### src/rtl/iso15693_response_decoder_assert.svh
// Assertion macros for the ISO 15693 response decoder
`ifndef ISO15693_RESPONSE_DECODER_ASSERT_SVH
`define ISO15693_RESPONSE_DECODER_ASSERT_SVH

// same-cycle implication, checked out of reset
`define ISODEC_ASSERT_NOW(label, ante, cons, msg) \
  label: assert property (@(posedge clk) disable iff (rst) (ante) |-> (cons)) \
    else $error(msg);

// next-cycle implication, checked out of reset
`define ISODEC_ASSERT_NEXT(label, ante, cons, msg) \
  label: assert property (@(posedge clk) disable iff (rst) (ante) |=> (cons)) \
    else $error(msg);

`endif

### src/rtl/isodec_pkg.sv
// Shared types, constants and CRC helper for the ISO 15693 response decoder
`timescale 1ns / 1ps
`default_nettype none

package isodec_pkg;

  localparam int MaxBytesDef = 512;
  localparam int QDepth      = 4;

  localparam logic [15:0] CrcPoly   = 16'h8408;
  localparam logic [15:0] CrcPreset = 16'hFFFF;
  localparam logic [4:0]  SofValue  = 5'h17;
  localparam logic [11:0] TallyMax  = 12'hFFF;

  localparam logic [1:0] PairOne  = 2'b10;
  localparam logic [1:0] PairZero = 2'b01;

  localparam logic [1:0] StOk  = 2'd0;
  localparam logic [1:0] StTag = 2'd1;
  localparam logic [1:0] StCrc = 2'd2;

  typedef struct packed {
    logic        has_byte;
    logic [7:0]  data;
    logic        is_last;
    logic        sof_ok;
    logic [11:0] coll;
  } qent_t;

  function automatic logic [15:0] crc_byte(input logic [15:0] crc, input logic [7:0] b);
    logic [15:0] c;
    c = crc ^ {8'h00, b};
    for (int k = 0; k < 8; k++) begin
      c = c[0] ? ((c >> 1) ^ CrcPoly) : (c >> 1);
    end
    return c;
  endfunction

endpackage

`default_nettype wire

### src/rtl/iso15693_response_decoder.sv
// Top level of the ISO 15693 tag response decoder
//
//  channel | direction | handshake           | beat payload
//  in      | input     | in_valid / in_stall   | code_byte, last_code_byte
//  out     | output    | out_valid / out_stall | is_status, data_byte, byte_index, status,
//          |           |                       | collision_count, byte_total, last_of_run
//
// One code byte per cycle while the 4-entry queue has room; the front end decodes
// all pairs of a byte combinationally. The back end gives one result beat per cycle
// unless stalled; a last byte ending a data byte gives a data beat, then a status beat.
// rst is synchronous and returns all frame state to waiting for start of frame.
// out_stall holds the output register; in_stall rises only when the queue is full.
`timescale 1ns / 1ps
`default_nettype none

module iso15693_response_decoder
  import isodec_pkg::*;
#(
  parameter int MAX_BYTES = MaxBytesDef
) (
  input  wire logic        clk,
  input  wire logic        rst,
  input  wire logic        in_valid,
  output logic             in_stall,
  input  wire logic [7:0]  code_byte,
  input  wire logic        last_code_byte,
  output logic             out_valid,
  input  wire logic        out_stall,
  output logic             is_status,
  output logic [7:0]       data_byte,
  output logic [8:0]       byte_index,
  output logic [1:0]       status,
  output logic [11:0]      collision_count,
  output logic [9:0]       byte_total,
  output logic             last_of_run
);

`include "iso15693_response_decoder_assert.svh"

  qent_t push_data;
  qent_t head;
  logic  push;
  logic  pop;
  logic  empty;
  logic  full;

  assign in_stall = full;

  isodec_front u_front (
    .clk            (clk),
    .rst            (rst),
    .accept         (in_valid && !in_stall),
    .code_byte      (code_byte),
    .last_code_byte (last_code_byte),
    .push_data      (push_data),
    .push           (push)
  );

  isodec_queue u_queue (
    .clk       (clk),
    .rst       (rst),
    .push      (push),
    .push_data (push_data),
    .pop       (pop),
    .head      (head),
    .empty     (empty),
    .full      (full)
  );

  isodec_back #(
    .MAX_BYTES (MAX_BYTES)
  ) u_back (
    .clk             (clk),
    .rst             (rst),
    .head            (head),
    .empty           (empty),
    .pop             (pop),
    .out_valid       (out_valid),
    .out_stall       (out_stall),
    .is_status       (is_status),
    .data_byte       (data_byte),
    .byte_index      (byte_index),
    .status          (status),
    .collision_count (collision_count),
    .byte_total      (byte_total),
    .last_of_run     (last_of_run)
  );

  `ISODEC_ASSERT_NOW(a_ok_min_len, out_valid && is_status && (status == StOk), byte_total >= 10'd3, "ok status with short frame")
  `ISODEC_ASSERT_NOW(a_tag_zero_total, out_valid && is_status && (status == StTag), byte_total == 10'd0, "tag error with nonzero total")
  `ISODEC_ASSERT_NOW(a_data_fields, out_valid && !is_status, (status == StOk) && (byte_total == 10'd0) && (collision_count == 12'd0), "data beat carries status fields")
  `ISODEC_ASSERT_NEXT(a_full_blocks, full && !pop, full, "queue drained without pop")

endmodule

`default_nettype wire

### src/rtl/isodec_front.sv
// Front end: SOF check, bit-pair decode, byte assembly and collision tally
`timescale 1ns / 1ps
`default_nettype none

module isodec_front
  import isodec_pkg::*;
(
  input  wire logic       clk,
  input  wire logic       rst,
  input  wire logic       accept,
  input  wire logic [7:0] code_byte,
  input  wire logic       last_code_byte,
  output qent_t           push_data,
  output logic            push
);

  logic        awaiting_start;
  logic        start_seen;
  logic [2:0]  holder;
  logic [1:0]  held_cnt;
  logic [7:0]  asm_byte;
  logic [2:0]  bits_in_byte;
  logic [11:0] tally;

  logic [10:0] bits_all;
  logic        five_pairs;
  logic        processing;
  logic        sof_match;
  logic [7:0]  byte_v;
  logic [2:0]  cnt_v;
  logic [2:0]  ncoll;
  logic        done;
  logic [7:0]  done_byte;
  logic [1:0]  pair;
  logic [12:0] tsum;
  logic [11:0] tally_upd;
  logic        sof_ok;

  assign processing = !awaiting_start && start_seen;
  assign sof_match  = (code_byte[4:0] == SofValue);
  assign bits_all   = ({3'b000, code_byte} << held_cnt) | {8'h00, holder};
  assign five_pairs = (held_cnt == 2'd3);

  always_comb begin
    byte_v    = asm_byte;
    cnt_v     = bits_in_byte;
    ncoll     = '0;
    done      = 1'b0;
    done_byte = '0;
    pair      = '0;
    for (int i = 0; i < 5; i++) begin
      if ((i < 4) || five_pairs) begin
        pair = bits_all[2*i +: 2];
        if (pair == PairOne) begin
          byte_v[cnt_v] = 1'b1;
        end else if (pair != PairZero) begin
          ncoll = ncoll + 3'd1;
        end
        if (cnt_v == 3'd7) begin
          done      = 1'b1;
          done_byte = byte_v;
          byte_v    = '0;
        end
        cnt_v = cnt_v + 3'd1;
      end
    end
  end

  assign tsum      = {1'b0, tally} + {10'd0, ncoll};
  assign tally_upd = !processing ? tally : (tsum[12] ? TallyMax : tsum[11:0]);
  assign sof_ok    = awaiting_start ? sof_match : start_seen;

  assign push = accept && ((processing && done) || last_code_byte);

  always_comb begin
    push_data          = '0;
    push_data.has_byte = processing && done;
    push_data.data     = done_byte;
    push_data.is_last  = last_code_byte;
    push_data.sof_ok   = sof_ok;
    push_data.coll     = sof_ok ? tally_upd : 12'd0;
  end

  always_ff @(posedge clk) begin
    if (rst) begin
      awaiting_start <= 1'b1;
      start_seen     <= 1'b0;
      holder         <= '0;
      held_cnt       <= '0;
      asm_byte       <= '0;
      bits_in_byte   <= '0;
      tally          <= '0;
    end else if (accept) begin
      if (last_code_byte) begin
        awaiting_start <= 1'b1;
        start_seen     <= 1'b0;
        holder         <= '0;
        held_cnt       <= '0;
        asm_byte       <= '0;
        bits_in_byte   <= '0;
        tally          <= '0;
      end else if (awaiting_start) begin
        awaiting_start <= 1'b0;
        if (sof_match) begin
          start_seen <= 1'b1;
          holder     <= code_byte[7:5];
          held_cnt   <= 2'd3;
        end
      end else if (start_seen) begin
        holder       <= {2'b00, (five_pairs ? bits_all[10] : bits_all[8])};
        held_cnt     <= 2'd1;
        asm_byte     <= byte_v;
        bits_in_byte <= cnt_v;
        tally        <= tally_upd;
      end
    end
  end

endmodule

`default_nettype wire

### src/rtl/isodec_queue.sv
// Short queue between front end and back end
`timescale 1ns / 1ps
`default_nettype none

module isodec_queue
  import isodec_pkg::*;
(
  input  wire logic  clk,
  input  wire logic  rst,
  input  wire logic  push,
  input  wire qent_t push_data,
  input  wire logic  pop,
  output qent_t      head,
  output logic       empty,
  output logic       full
);

  localparam int PtrW = $clog2(QDepth);

  qent_t           entries [QDepth];
  logic [PtrW-1:0] wr_ptr;
  logic [PtrW-1:0] rd_ptr;
  logic [PtrW:0]   count;

  assign empty = (count == '0);
  assign full  = (count == (PtrW+1)'(QDepth));
  assign head  = entries[rd_ptr];

  always_ff @(posedge clk) begin
    if (push && !full) begin
      entries[wr_ptr] <= push_data;
    end
  end

  always_ff @(posedge clk) begin
    if (rst) begin
      wr_ptr <= '0;
      rd_ptr <= '0;
      count  <= '0;
    end else begin
      if (push && !full) begin
        wr_ptr <= wr_ptr + PtrW'(1);
      end
      if (pop && !empty) begin
        rd_ptr <= rd_ptr + PtrW'(1);
      end
      case ({push && !full, pop && !empty})
        2'b10:   count <= count + (PtrW+1)'(1);
        2'b01:   count <= count - (PtrW+1)'(1);
        default: count <= count;
      endcase
    end
  end

endmodule

`default_nettype wire

### src/rtl/isodec_back.sv
// Back end: byte count, CRC-16 check, result formatting and output register
`timescale 1ns / 1ps
`default_nettype none

module isodec_back
  import isodec_pkg::*;
#(
  parameter int MAX_BYTES = MaxBytesDef
) (
  input  wire logic        clk,
  input  wire logic        rst,
  input  wire qent_t       head,
  input  wire logic        empty,
  output logic             pop,
  output logic             out_valid,
  input  wire logic        out_stall,
  output logic             is_status,
  output logic [7:0]       data_byte,
  output logic [8:0]       byte_index,
  output logic [1:0]       status,
  output logic [11:0]      collision_count,
  output logic [9:0]       byte_total,
  output logic             last_of_run
);

  localparam int CntRaw = $clog2(MAX_BYTES + 1);
  localparam int CntW   = (CntRaw > 10) ? CntRaw : 10;

  logic [CntW-1:0] count;
  logic [15:0]     crc;
  logic [15:0]     last_two;
  logic            overflow;
  logic            byte_done;

  logic            go;
  logic            byte_phase;
  logic            room;
  logic            tag_err;
  logic [15:0]     got;
  logic [1:0]      st_v;

  assign go         = !empty && (!out_valid || !out_stall);
  assign byte_phase = head.has_byte && !byte_done;
  assign room       = (count < CntW'(MAX_BYTES));
  assign pop        = go && (!byte_phase || !head.is_last);

  assign tag_err = !head.sof_ok || overflow || (count < CntW'(3));
  assign got     = {last_two[7:0], last_two[15:8]};
  assign st_v    = tag_err ? StTag : ((~crc == got) ? StOk : StCrc);

  always_ff @(posedge clk) begin
    if (go) begin
      if (byte_phase) begin
        is_status       <= 1'b0;
        data_byte       <= head.data;
        byte_index      <= count[8:0];
        status          <= StOk;
        collision_count <= '0;
        byte_total      <= '0;
        last_of_run     <= !head.is_last;
      end else begin
        is_status       <= 1'b1;
        data_byte       <= '0;
        byte_index      <= '0;
        status          <= st_v;
        collision_count <= head.coll;
        byte_total      <= tag_err ? 10'd0 : count[9:0];
        last_of_run     <= 1'b1;
      end
    end
  end

  always_ff @(posedge clk) begin
    if (rst) begin
      out_valid <= 1'b0;
      count     <= '0;
      crc       <= CrcPreset;
      last_two  <= '0;
      overflow  <= 1'b0;
      byte_done <= 1'b0;
    end else begin
      if (out_valid && !out_stall) begin
        out_valid <= 1'b0;
      end
      if (go) begin
        if (byte_phase) begin
          if (room) begin
            out_valid <= 1'b1;
            if (count >= CntW'(2)) begin
              crc <= crc_byte(crc, last_two[15:8]);
            end
            last_two <= {last_two[7:0], head.data};
            count    <= count + CntW'(1);
          end else begin
            overflow <= 1'b1;
          end
          byte_done <= head.is_last;
        end else begin
          out_valid <= 1'b1;
          count     <= '0;
          crc       <= CrcPreset;
          last_two  <= '0;
          overflow  <= 1'b0;
          byte_done <= 1'b0;
        end
      end
    end
  end

endmodule

`default_nettype wire

### config.mk
export PLATFORM = sky130hd
export DESIGN_NAME = iso15693_response_decoder
export DESIGN_NICKNAME = d
export VERILOG_FILES = /design/src/rtl/isodec_pkg.sv /design/src/rtl/iso15693_response_decoder.sv /design/src/rtl/isodec_front.sv /design/src/rtl/isodec_queue.sv /design/src/rtl/isodec_back.sv
export VERILOG_INCLUDE_DIRS = /design/src /design/src/rtl
export SDC_FILE = /design/constraint.sdc
export NUM_CORES = 1
export LEC_CHECK = 0
export BUFFER_PORTS_ARGS = -buffer_cell sky130_fd_sc_hd__buf_4
export CORE_UTILIZATION = 47
export DETAILED_ROUTE_END_ITERATION = 6
export PLACE_DENSITY = 0.66
export SLEW_MARGIN = 0
export SYNTH_ARGS = -nofsm -noshare
export SYNTH_HDL_FRONTEND = slang
export SYNTH_SLANG_ARGS = --single-unit
export TNS_END_PERCENT = 1
### constraint.sdc
create_clock -name clk -period 5.3 [get_ports clk]
set_input_delay 0.795 -clock clk [delete_from_list [all_inputs] [get_ports clk]]
set_output_delay 0.795 -clock clk [all_outputs]
set_load 0.02 [all_outputs]
# Word-level counts from Yosys, hierarchy flattened
# Memory sizes are Yosys's and may differ from the RTL's. A register that Yosys moved wholly into a read port is not among the register bits.
# Cells that the tools add are included.
# W data, S select, Z words.
dict set report word_totals {
  mem_count 1
  wordCells 239
  register_bits 125
  ramBits 92
  in_bits 13
  out_inout_bits 45
}
# name depth width rd rd_ports_with_merged_regs write_ports line_no
set memory_table {}
lappend memory_table {u_queue.entries 4 23 1 1 1 isodec_queue.sv:20} ;# qent_t entries [QDepth];
dict set report op_classes {
  n_addsub 15
  bitwise 16
  n_shift 1
  eq_ne 26
  reduce_logical 42
  magnitude_cmp 13
  muxes 101
}
# cell count
set ops {}
lappend ops {{$mux W16} 13}
lappend ops {{$mux W8} 20}
lappend ops {{$mux W12} 6}
lappend ops {{$mux W3} 18}
lappend ops {{$or A8 B8 Y8} 5}
lappend ops {{$add A3 B1 Y3 const B} 10}
lappend ops {{$mux W1} 29}
lappend ops {{$not A2 Y3} 8}
lappend ops {{$lt A3 B4 Y1 const B} 5}
lappend ops {{$mux W10} 2}
lappend ops {{$eq A3 B3 Y1 const B} 6}
lappend ops {{$eq A16 B16 Y1} 1}
lappend ops {{$not A16 Y16} 1}
lappend ops {{$xor A16 B8 Y16} 1}
lappend ops {{$demux W1 S3} 5}
lappend ops {{$ge A3 B1 Y1 const B} 5}
lappend ops {{$logic_and A1 B1 Y1} 15}
lappend ops {{$eq A2 B2 Y1 const B} 7}
lappend ops {{$mux W2} 7}
lappend ops {{$add A12 B3 Y13} 1}
lappend ops {{$reduce_and A3 Y1} 4}
lappend ops {{$or A11 B3 Y11} 1}
lappend ops {{$shl A8 B2 Y11} 1}
lappend ops {{$add A10 B1 Y10 const B} 1}
lappend ops {{other kinds (18)} 42}

# Depth between registers and ports, before layout
# Gate-level depths: netlist of run 1.
dict set report logic_depth {
  word_depth 24
  depth_mapped 27
  ltp_nobuf 24
}

# By module
# A second synthesis of run 1 with hierarchy kept.
dict set report hier_totals {
  hier_cells 986
  hier_area_um2 11159.5
}
# mod seq_area_each_um2 cells_per_inst area_per_inst_um2 instances
set by_module_without_submodules {}
lappend by_module_without_submodules {isodec_queue 2942.8 174 3827.4 1}
lappend by_module_without_submodules {isodec_back 2192.1 328 3789.9 1}
lappend by_module_without_submodules {isodec_front 600.6 483 3528.4 1}
lappend by_module_without_submodules {iso15693_response_decoder 0.0 1 13.8 1}

# Worst setup path before layout of run 1
# No wires, ideal clock.
dict set report synth_timing {
  path_kind {input to register}
  startpoint {in code_byte[1]}
  endpoint {mem u_queue.entries[0][9] (netlist name), data pin}
  required_ps 5035
  path_stages 22
  path_buffers 1
  setup_time_ps 265
  setup_slack_ps 286
  arrival_time_ps 4748
  path_cell_list {nor2b_1 > a21oi_1 > o21bai_1 > ha_1 > ha_1 > o21ai_1 > o21ai_2 > ha_1 > o211a_1 > a22oi_1 > o211ai_2 > ha_1 > nand2_1 > xnor2_1 > xnor2_1 > ha_1 > nor2b_1 > o2111ai_1 > or2_2 > clkbuf_1 > nand3_1 > o211a_1}
}
# element line_no
set synth_rtl {}
lappend synth_rtl {{from (decl)} iso15693_response_decoder.sv:25} ;# input wire logic [7:0] code_byte,
lappend synth_rtl {{to (decl)} isodec_queue.sv:20}

==> run metrics, run 1 <==
status=complete, no violations; clock sink total=219; Max Clock Skew=0.0147 ns; PD cells=431 nW/um2; io pins=58; post-synthesis sequential area ratio=51.3%; Chip Height=156 um; CP Capture Type=flop; worst-path fanout max=7; worst hold path type=flop to flop; Iter 0 DRT Violations=792; Main synth FF type=edfxtp_1; gr usage total=21.1%; #FFs+latches synth=219; clk buf depth=3; grt ovf=0; starting density of the core=47.8%; CTS tree=done; initial antenna violation count=0; worst vdd ir=0.314 mV; Critical Path Most Common Cell=ha_1; WS Path Type=flop to flop; max incr delay on CP=0.61 ns; Cell Count Post-Placement=1355; YS warnings=0; Port-buffer cells=57; Post-CTS Hold Fix Bufs=0; Post-synth EDFFs=135; Critical Path, Cell by Cell=inv_1, ha_1, fa_1, ha_1, ha_1, ha_1, nand3_1, nand2_1, o21a_1, nor2_1, nor2_1, inv_1, ha_1, inv_1, fa_1, xor2_1, or3_1, a21oi_1; CTS buffer count=22; syn_area_per_cell=11.0 um2; worst slew pin tran=0.979 ns; Crit-path slowest cell=fa_1; setup violators final=0; vias in the first global route=7699; WL/cell=18.1 um; Mapped Nets=1054; Max H-tree Level=1; post-CTS resize count=0; Achievable Freq=208 MHz; Ant. Diodes=0; area of the die=24400 um2; Tcrit/Tclk final=90.6%; dpl cell area=12000 um2; Post-CTS Setup Inserts=0; final net count=1098; Pre-antenna DRT Iters=5; Area growth syn-to-layout=14.1%; Reg clk slew, reported paths=0.06 ns; core area=23400 um2; FILL cells=2067; largest net degree at the start of global routing=72; Die Wd=156 um; Data arrival, critical path=5.23 ns; Root Driver=clkbuf_16; share of cells above drive strength 1=15.6%; required time at the worst-slack endpoint=5.73 ns; Pleak=4.71 nW; routability congestion estimate=0.920; Gate Count Post-Synth=1016; Residual DRC=0; Vias/cell=5.81; Clk Latency, worst-skew pair=0.51 ns; final cell count without fillers=1395; Max Cap Viol=0; Routed Wire Length=25200 um; via count=8105; Syn Std Cell Area=11200 um2; FP Rows=56; total power=5.50 mW; Yosys cell types=94; Antenna Nets Post-Route=0; first-pass GRT wire length=41000 um; Fin Setup TNS=0 ns; RSZ-0062 raised after global routing=no; Final min period=4.80 ns; endpoints failing hold=0; Slew HR=34.7%; startpoint types=flop; asr flop ratio synth=0%; post-route cell area=12800 um2; max-slew violations=0; Detailed Place HPWL=17200 um
final timing paths:
check,from,to,slack [ns],cells after the start
min,u_back.out_valid,u_back.out_valid,0.48,2
max reg2reg,u_front.bits_in_byte[0],u_queue.count[2],0.50,18
max,u_front.bits_in_byte[0],u_queue.count[2],0.50,18
min reg2reg,u_back.out_valid,u_back.out_valid,0.48,2
flip-flops by register name (all words and copies together), names as in the netlist, 9 cells and up, named ones only:
| name | cells |
|---|---|
| u_queue.entries | 92 |
| u_back.crc | 16 |
| u_back.last_two | 16 |
| u_back.collision_count | 12 |
| u_front.tally | 12 |
| u_back.byte_total | 10 |
| u_back.count | 10 |
| u_back.byte_index | 9 |
cells in the mapped netlist (all sizes together) (5+ instances only):
master	n	area, um2
xnor2	26	243
o21ai	40	204
nand3	10	50.1
nand2b	10	62.6
edfxtp	135	4050
nor2	104	390
mux2i	12	120
o22ai	5	37.5
mux4	24	541
dfxtp	84	1680
nor2b	12	75.1
a31oi	8	50.1
buf	21	123
nor4	10	62.6
o31ai	7	57.6
nor3	41	215
and3	24	150
a211oi	9	72.6
nand2	46	173
a22oi	35	263
inv	34	128
nand4	9	56.3
a21o	8	60.1
o32ai	5	43.8
xor2	35	307
a21oi	55	290
ha	22	275
o21bai	16	120
and2	32	200
clkbuf	42	158
cell type report:
cell class                      instances  area (um2)  area share (%)
Tap cell                              319         399            3.13
Timing Repair Buffer                   83         661            5.18
Clock inverter                         14         190            1.49
Inverter                               35         131            1.03
Sequential cell                       219        5740            45.0
Clock buffer                           26         597            4.68
Multi-Input combinational cell        699        5050            39.5
cell families after synthesis:
group	synth area share, %
fa+ha+maj	3.00
compound gates	15.6
mux	6.11
simple gates	15.4
xor+xnor	4.91
buf+inv	3.68
flops	51.3
metrics by stage:
| step | setup slack (ns) | utilization, % | hold slack (ns) |
|---|---|---|---|
| final | 0.498 | 54.5 | 0.477 |
| after global routing | 0.0513 | 54.5 | 0.499 |
| after CTS | 0.335 | 54.5 | 0.475 |
| after detailed placement | 0.0354 | 51.1 | 0.457 |
| after global placement | 0.133 | 51.1 | 0.453 |
| after floorplan | 0.286 | - | 0.429 |
power breakdown:
part           leakage [nW]  internal (mW)  switching, mW
registers              2.00           2.15          0.118
clock network         0.381           1.04          0.626
logic                  2.32          0.593          0.963
cell usage in the layout (no fill, tap or decap), drive strengths merged, types with 7 or more instances in the layout:
cell type / instances
mux4: 24
inv: 34
xnor2: 26
nor2: 104
ha: 22
a31oi: 8
mux2i: 12
clkbuf: 26
nand3: 10
and2: 32
a21o: 8
a21oi: 55
nor2b: 12
and3: 24
a22oi: 35
nand2: 46
nand4: 9
buf: 83
nand2b: 10
o21bai: 16
xor2: 35
nor3: 41
o31ai: 7
o21ai: 40
nor4: 10
edfxtp: 135
clkinv: 9
dfxtp: 84
a211oi: 9
per-layer routing:
| layer | track usage, % | share of wire [%] | up-vias |
|---|---|---|---|
| li1 | - | - | 3902 |
| met1 | 28.9 | 45 | 3868 |
| met2 | 35.1 | 47 | 288 |
| met3 | 2.41 | 6.1 | 47 |
| met4 | 6.44 | 2.0 | 0 |
| met5 | 0 | 0 | - |
critical path, delay by kind of cell, from the launching register on:
kind,cells,cell delay [ns]
flip-flops,1,0.47
AND/OR/NAND/NOR,5,0.77
XOR/XNOR,1,0.16
adder cells (fa/ha/maj),7,2.43
AO/OA/AOI/OAI,2,0.43
buffers and inverters,3,0.46
(Power assumes the default switching activity.)
==> inputs of run 2 (changes only) <==
--- a/config.mk
+++ b/config.mk
@@ -7,7 +7,9 @@
 export NUM_CORES = 1
 export LEC_CHECK = 0
 export BUFFER_PORTS_ARGS = -buffer_cell sky130_fd_sc_hd__buf_4
+export CORE_MARGIN = 3
 export CORE_UTILIZATION = 47
+export CTS_BUF_LIST = sky130_fd_sc_hd__clkbuf_16
 export DETAILED_ROUTE_END_ITERATION = 6
 export PLACE_DENSITY = 0.66
 export SLEW_MARGIN = 0
==> run 2 against run 1 <==
- hold slack worse by 0.0071 ns
- sequential share of layout area hardly changed
- count of clock-buffer cells in the layout fell by 1
- critical path type unchanged
- largest power group unchanged
- worst setup slack got worse by 0.073 ns
- register-to-register slack worse by 0.07 ns
==> run metrics, run 2 (same netlist as run 1, synthesis figures left out) <==
status=complete, no violations; max incr delay on CP=0.51 ns; Post-CTS Hold Fix Bufs=0; CP Capture Type=flop; io pins=58; Chip Height=160 um; Cell Int Power=3.79 mW; largest reg by FF count=u_queue.entries; RSZ-0062 raised after global routing=no; Root Driver=clkbuf_16; Final min period=4.87 ns; Max Clock Skew=0.0134 ns; Max H-tree Level=1; Critical Path Most Common Cell=ha_1; FILL cells=2026; endpoints failing hold=0; Area growth syn-to-layout=14.1%; Detailed Place HPWL=17400 um; Slew HR=33.4%; worst vdd ir=0.371 mV; sw frac=31.3%; clk buf depth=3; via count=8107; CTS tree=done; initial antenna violation count=0; Antenna Nets Post-Route=0; Pre-antenna DRT Iters=6; Critical Path, Cell by Cell=nor2b_1, a21oi_1, o21bai_1, ha_1, ha_1, o21ai_1, o21ai_2, ha_1, o211a_1, a22oi_1, o211ai_2, ha_1, mux2_2, ha_1, a21o_1, a21oi_1, buf_4, nor4_1, nand3_1, o211a_1; Clk Latency, worst-skew pair=0.51 ns; Reg clk slew, reported paths=0.06 ns; hold_ws=0.470 ns; final net count=1102; commonest non-fill, non-tap cell in the layout=edfxtp_1; max-slew violations=0; vias in the first global route=7825; Port-buffer cells=57; Max Cap Viol=0; Post-CTS Setup Inserts=0; worst hold path type=flop to flop; max reg flops=92; area of the die=25700 um2; setup violators final=0; Combinational Power Share=28.4%; Top Registers=u_queue.entries: 92 flops, u_back.crc: 16 flops, u_back.last_two: 16 flops; Vias/cell=5.81; clock sink total=219; worst slew pin tran=1.00 ns; routability congestion estimate=0.910; Data arrival, critical path=5.11 ns; Routed Wire Length=25200 um; post-layout util=55.5%; leading cell types in the layout, fill and taps excluded=edfxtp_1, nor2_1, dfxtp_1, buf_4, a21oi_1; grt ovf=0; Die Wd=160 um; Residual DRC=0; WL/cell=18.1 um; startpoint types=flop; PD cells=432 nW/um2; Ant. Diodes=0; post-CTS resize count=0; FP Rows=55; starting density of the core=48.6%; Fin Setup TNS=0 ns; CTS buffer count=24; WS Path Type=flop to flop; share of cells above drive strength 1=15.4%; total power=5.52 mW; core area=23000 um2; worst-path fanout max=9; largest net degree at the start of global routing=72; Tcrit/Tclk final=92.0%; gr usage total=19.5%; sw power=1.73 mW; Flop pwr share=41.3%; Pleak=4.76 nW; clock share of power=30.3%; Iter 0 DRT Violations=929; required time at the worst-slack endpoint=5.53 ns; Achievable Freq=205 MHz; Crit-path slowest cell=dfxtp_1; footprint of the multi-input gates=5040 um2; first-pass GRT wire length=41600 um; Register Area=5740 um2
run 2: cell types whose count changed in the layout (fill, tap and decap cells not counted), sizes merged:
cell / delta
clkinv: -1
inv: +8
clkbuf: -1
clkinvlp: -1
bufinv: -1
buf: +2
run 2: path summary, 6_finish.rpt:
| kind | start | to | slack [ns] | depth (start not counted) |
|---|---|---|---|---|
| setup / recovery | u_front.held_cnt[0] | u_queue.entries[0][9] | 0.43 | 20 |
| hold / removal | u_front.holder[1] | u_front.holder[1] | 0.47 | 2 |
| setup reg to reg | u_front.held_cnt[0] | u_queue.entries[0][9] | 0.43 | 20 |
| hold reg to reg | u_front.holder[1] | u_front.holder[1] | 0.47 | 2 |
run 2: power groups by stage:
stage / combinational (mW) / sequential, mW / clock, mW
after floorplan: 0.839 / 2.52 / 0
after global placement: 1.57 / 2.31 / 0
after detailed placement: 1.58 / 2.32 / 0
after CTS: 1.59 / 2.28 / 1.71
after global routing: 1.70 / 2.31 / 1.78
final: 1.57 / 2.28 / 1.67
run 2: cell type report:
cell class / instances / area share, %
clock buffer: 25 / 4.90
sequential: 219 / 45.0
multi-input combinational: 699 / 39.5
tap: 313 / 3.07
timing repair buffer: 85 / 5.10
clock inverter: 19 / 1.44
inverter: 35 / 1.03
run 2: stage by stage:
stage | instance area [um2] | instances | setup WS [ns]
after floorplan | 11200 | 1016 | 0.286
after global placement | 11900 | 1351 | 0.149
after detailed placement | 11900 | 1351 | 0.0173
after CTS | 12800 | 1395 | 0.437
after global routing | 12800 | 1395 | 0.0889
final | 12800 | 1395 | 0.425
run 2: layer usage:
layer | vias up | GRT usage [%] | share of wire [%] | routed length, um
li1 | 3891 | - | - | -
met1 | 3877 | 27.6 | 44 | 11200
met2 | 296 | 31.3 | 47 | 11900
met3 | 43 | 3.06 | 6.5 | 1640
met4 | 0 | 5.40 | 2.2 | 550
met5 | - | 0 | 0 | 0
run 2: critical path: cells and delay by family, from the launching register on:
family	cells	cell delay, ns
buffers and inverters	1	0.17
DFF	1	0.51
AOI/OAI and AO/OA	10	1.39
adders and majority gates	5	1.54
and+or+nand+nor	3	0.69
muxes	1	0.27
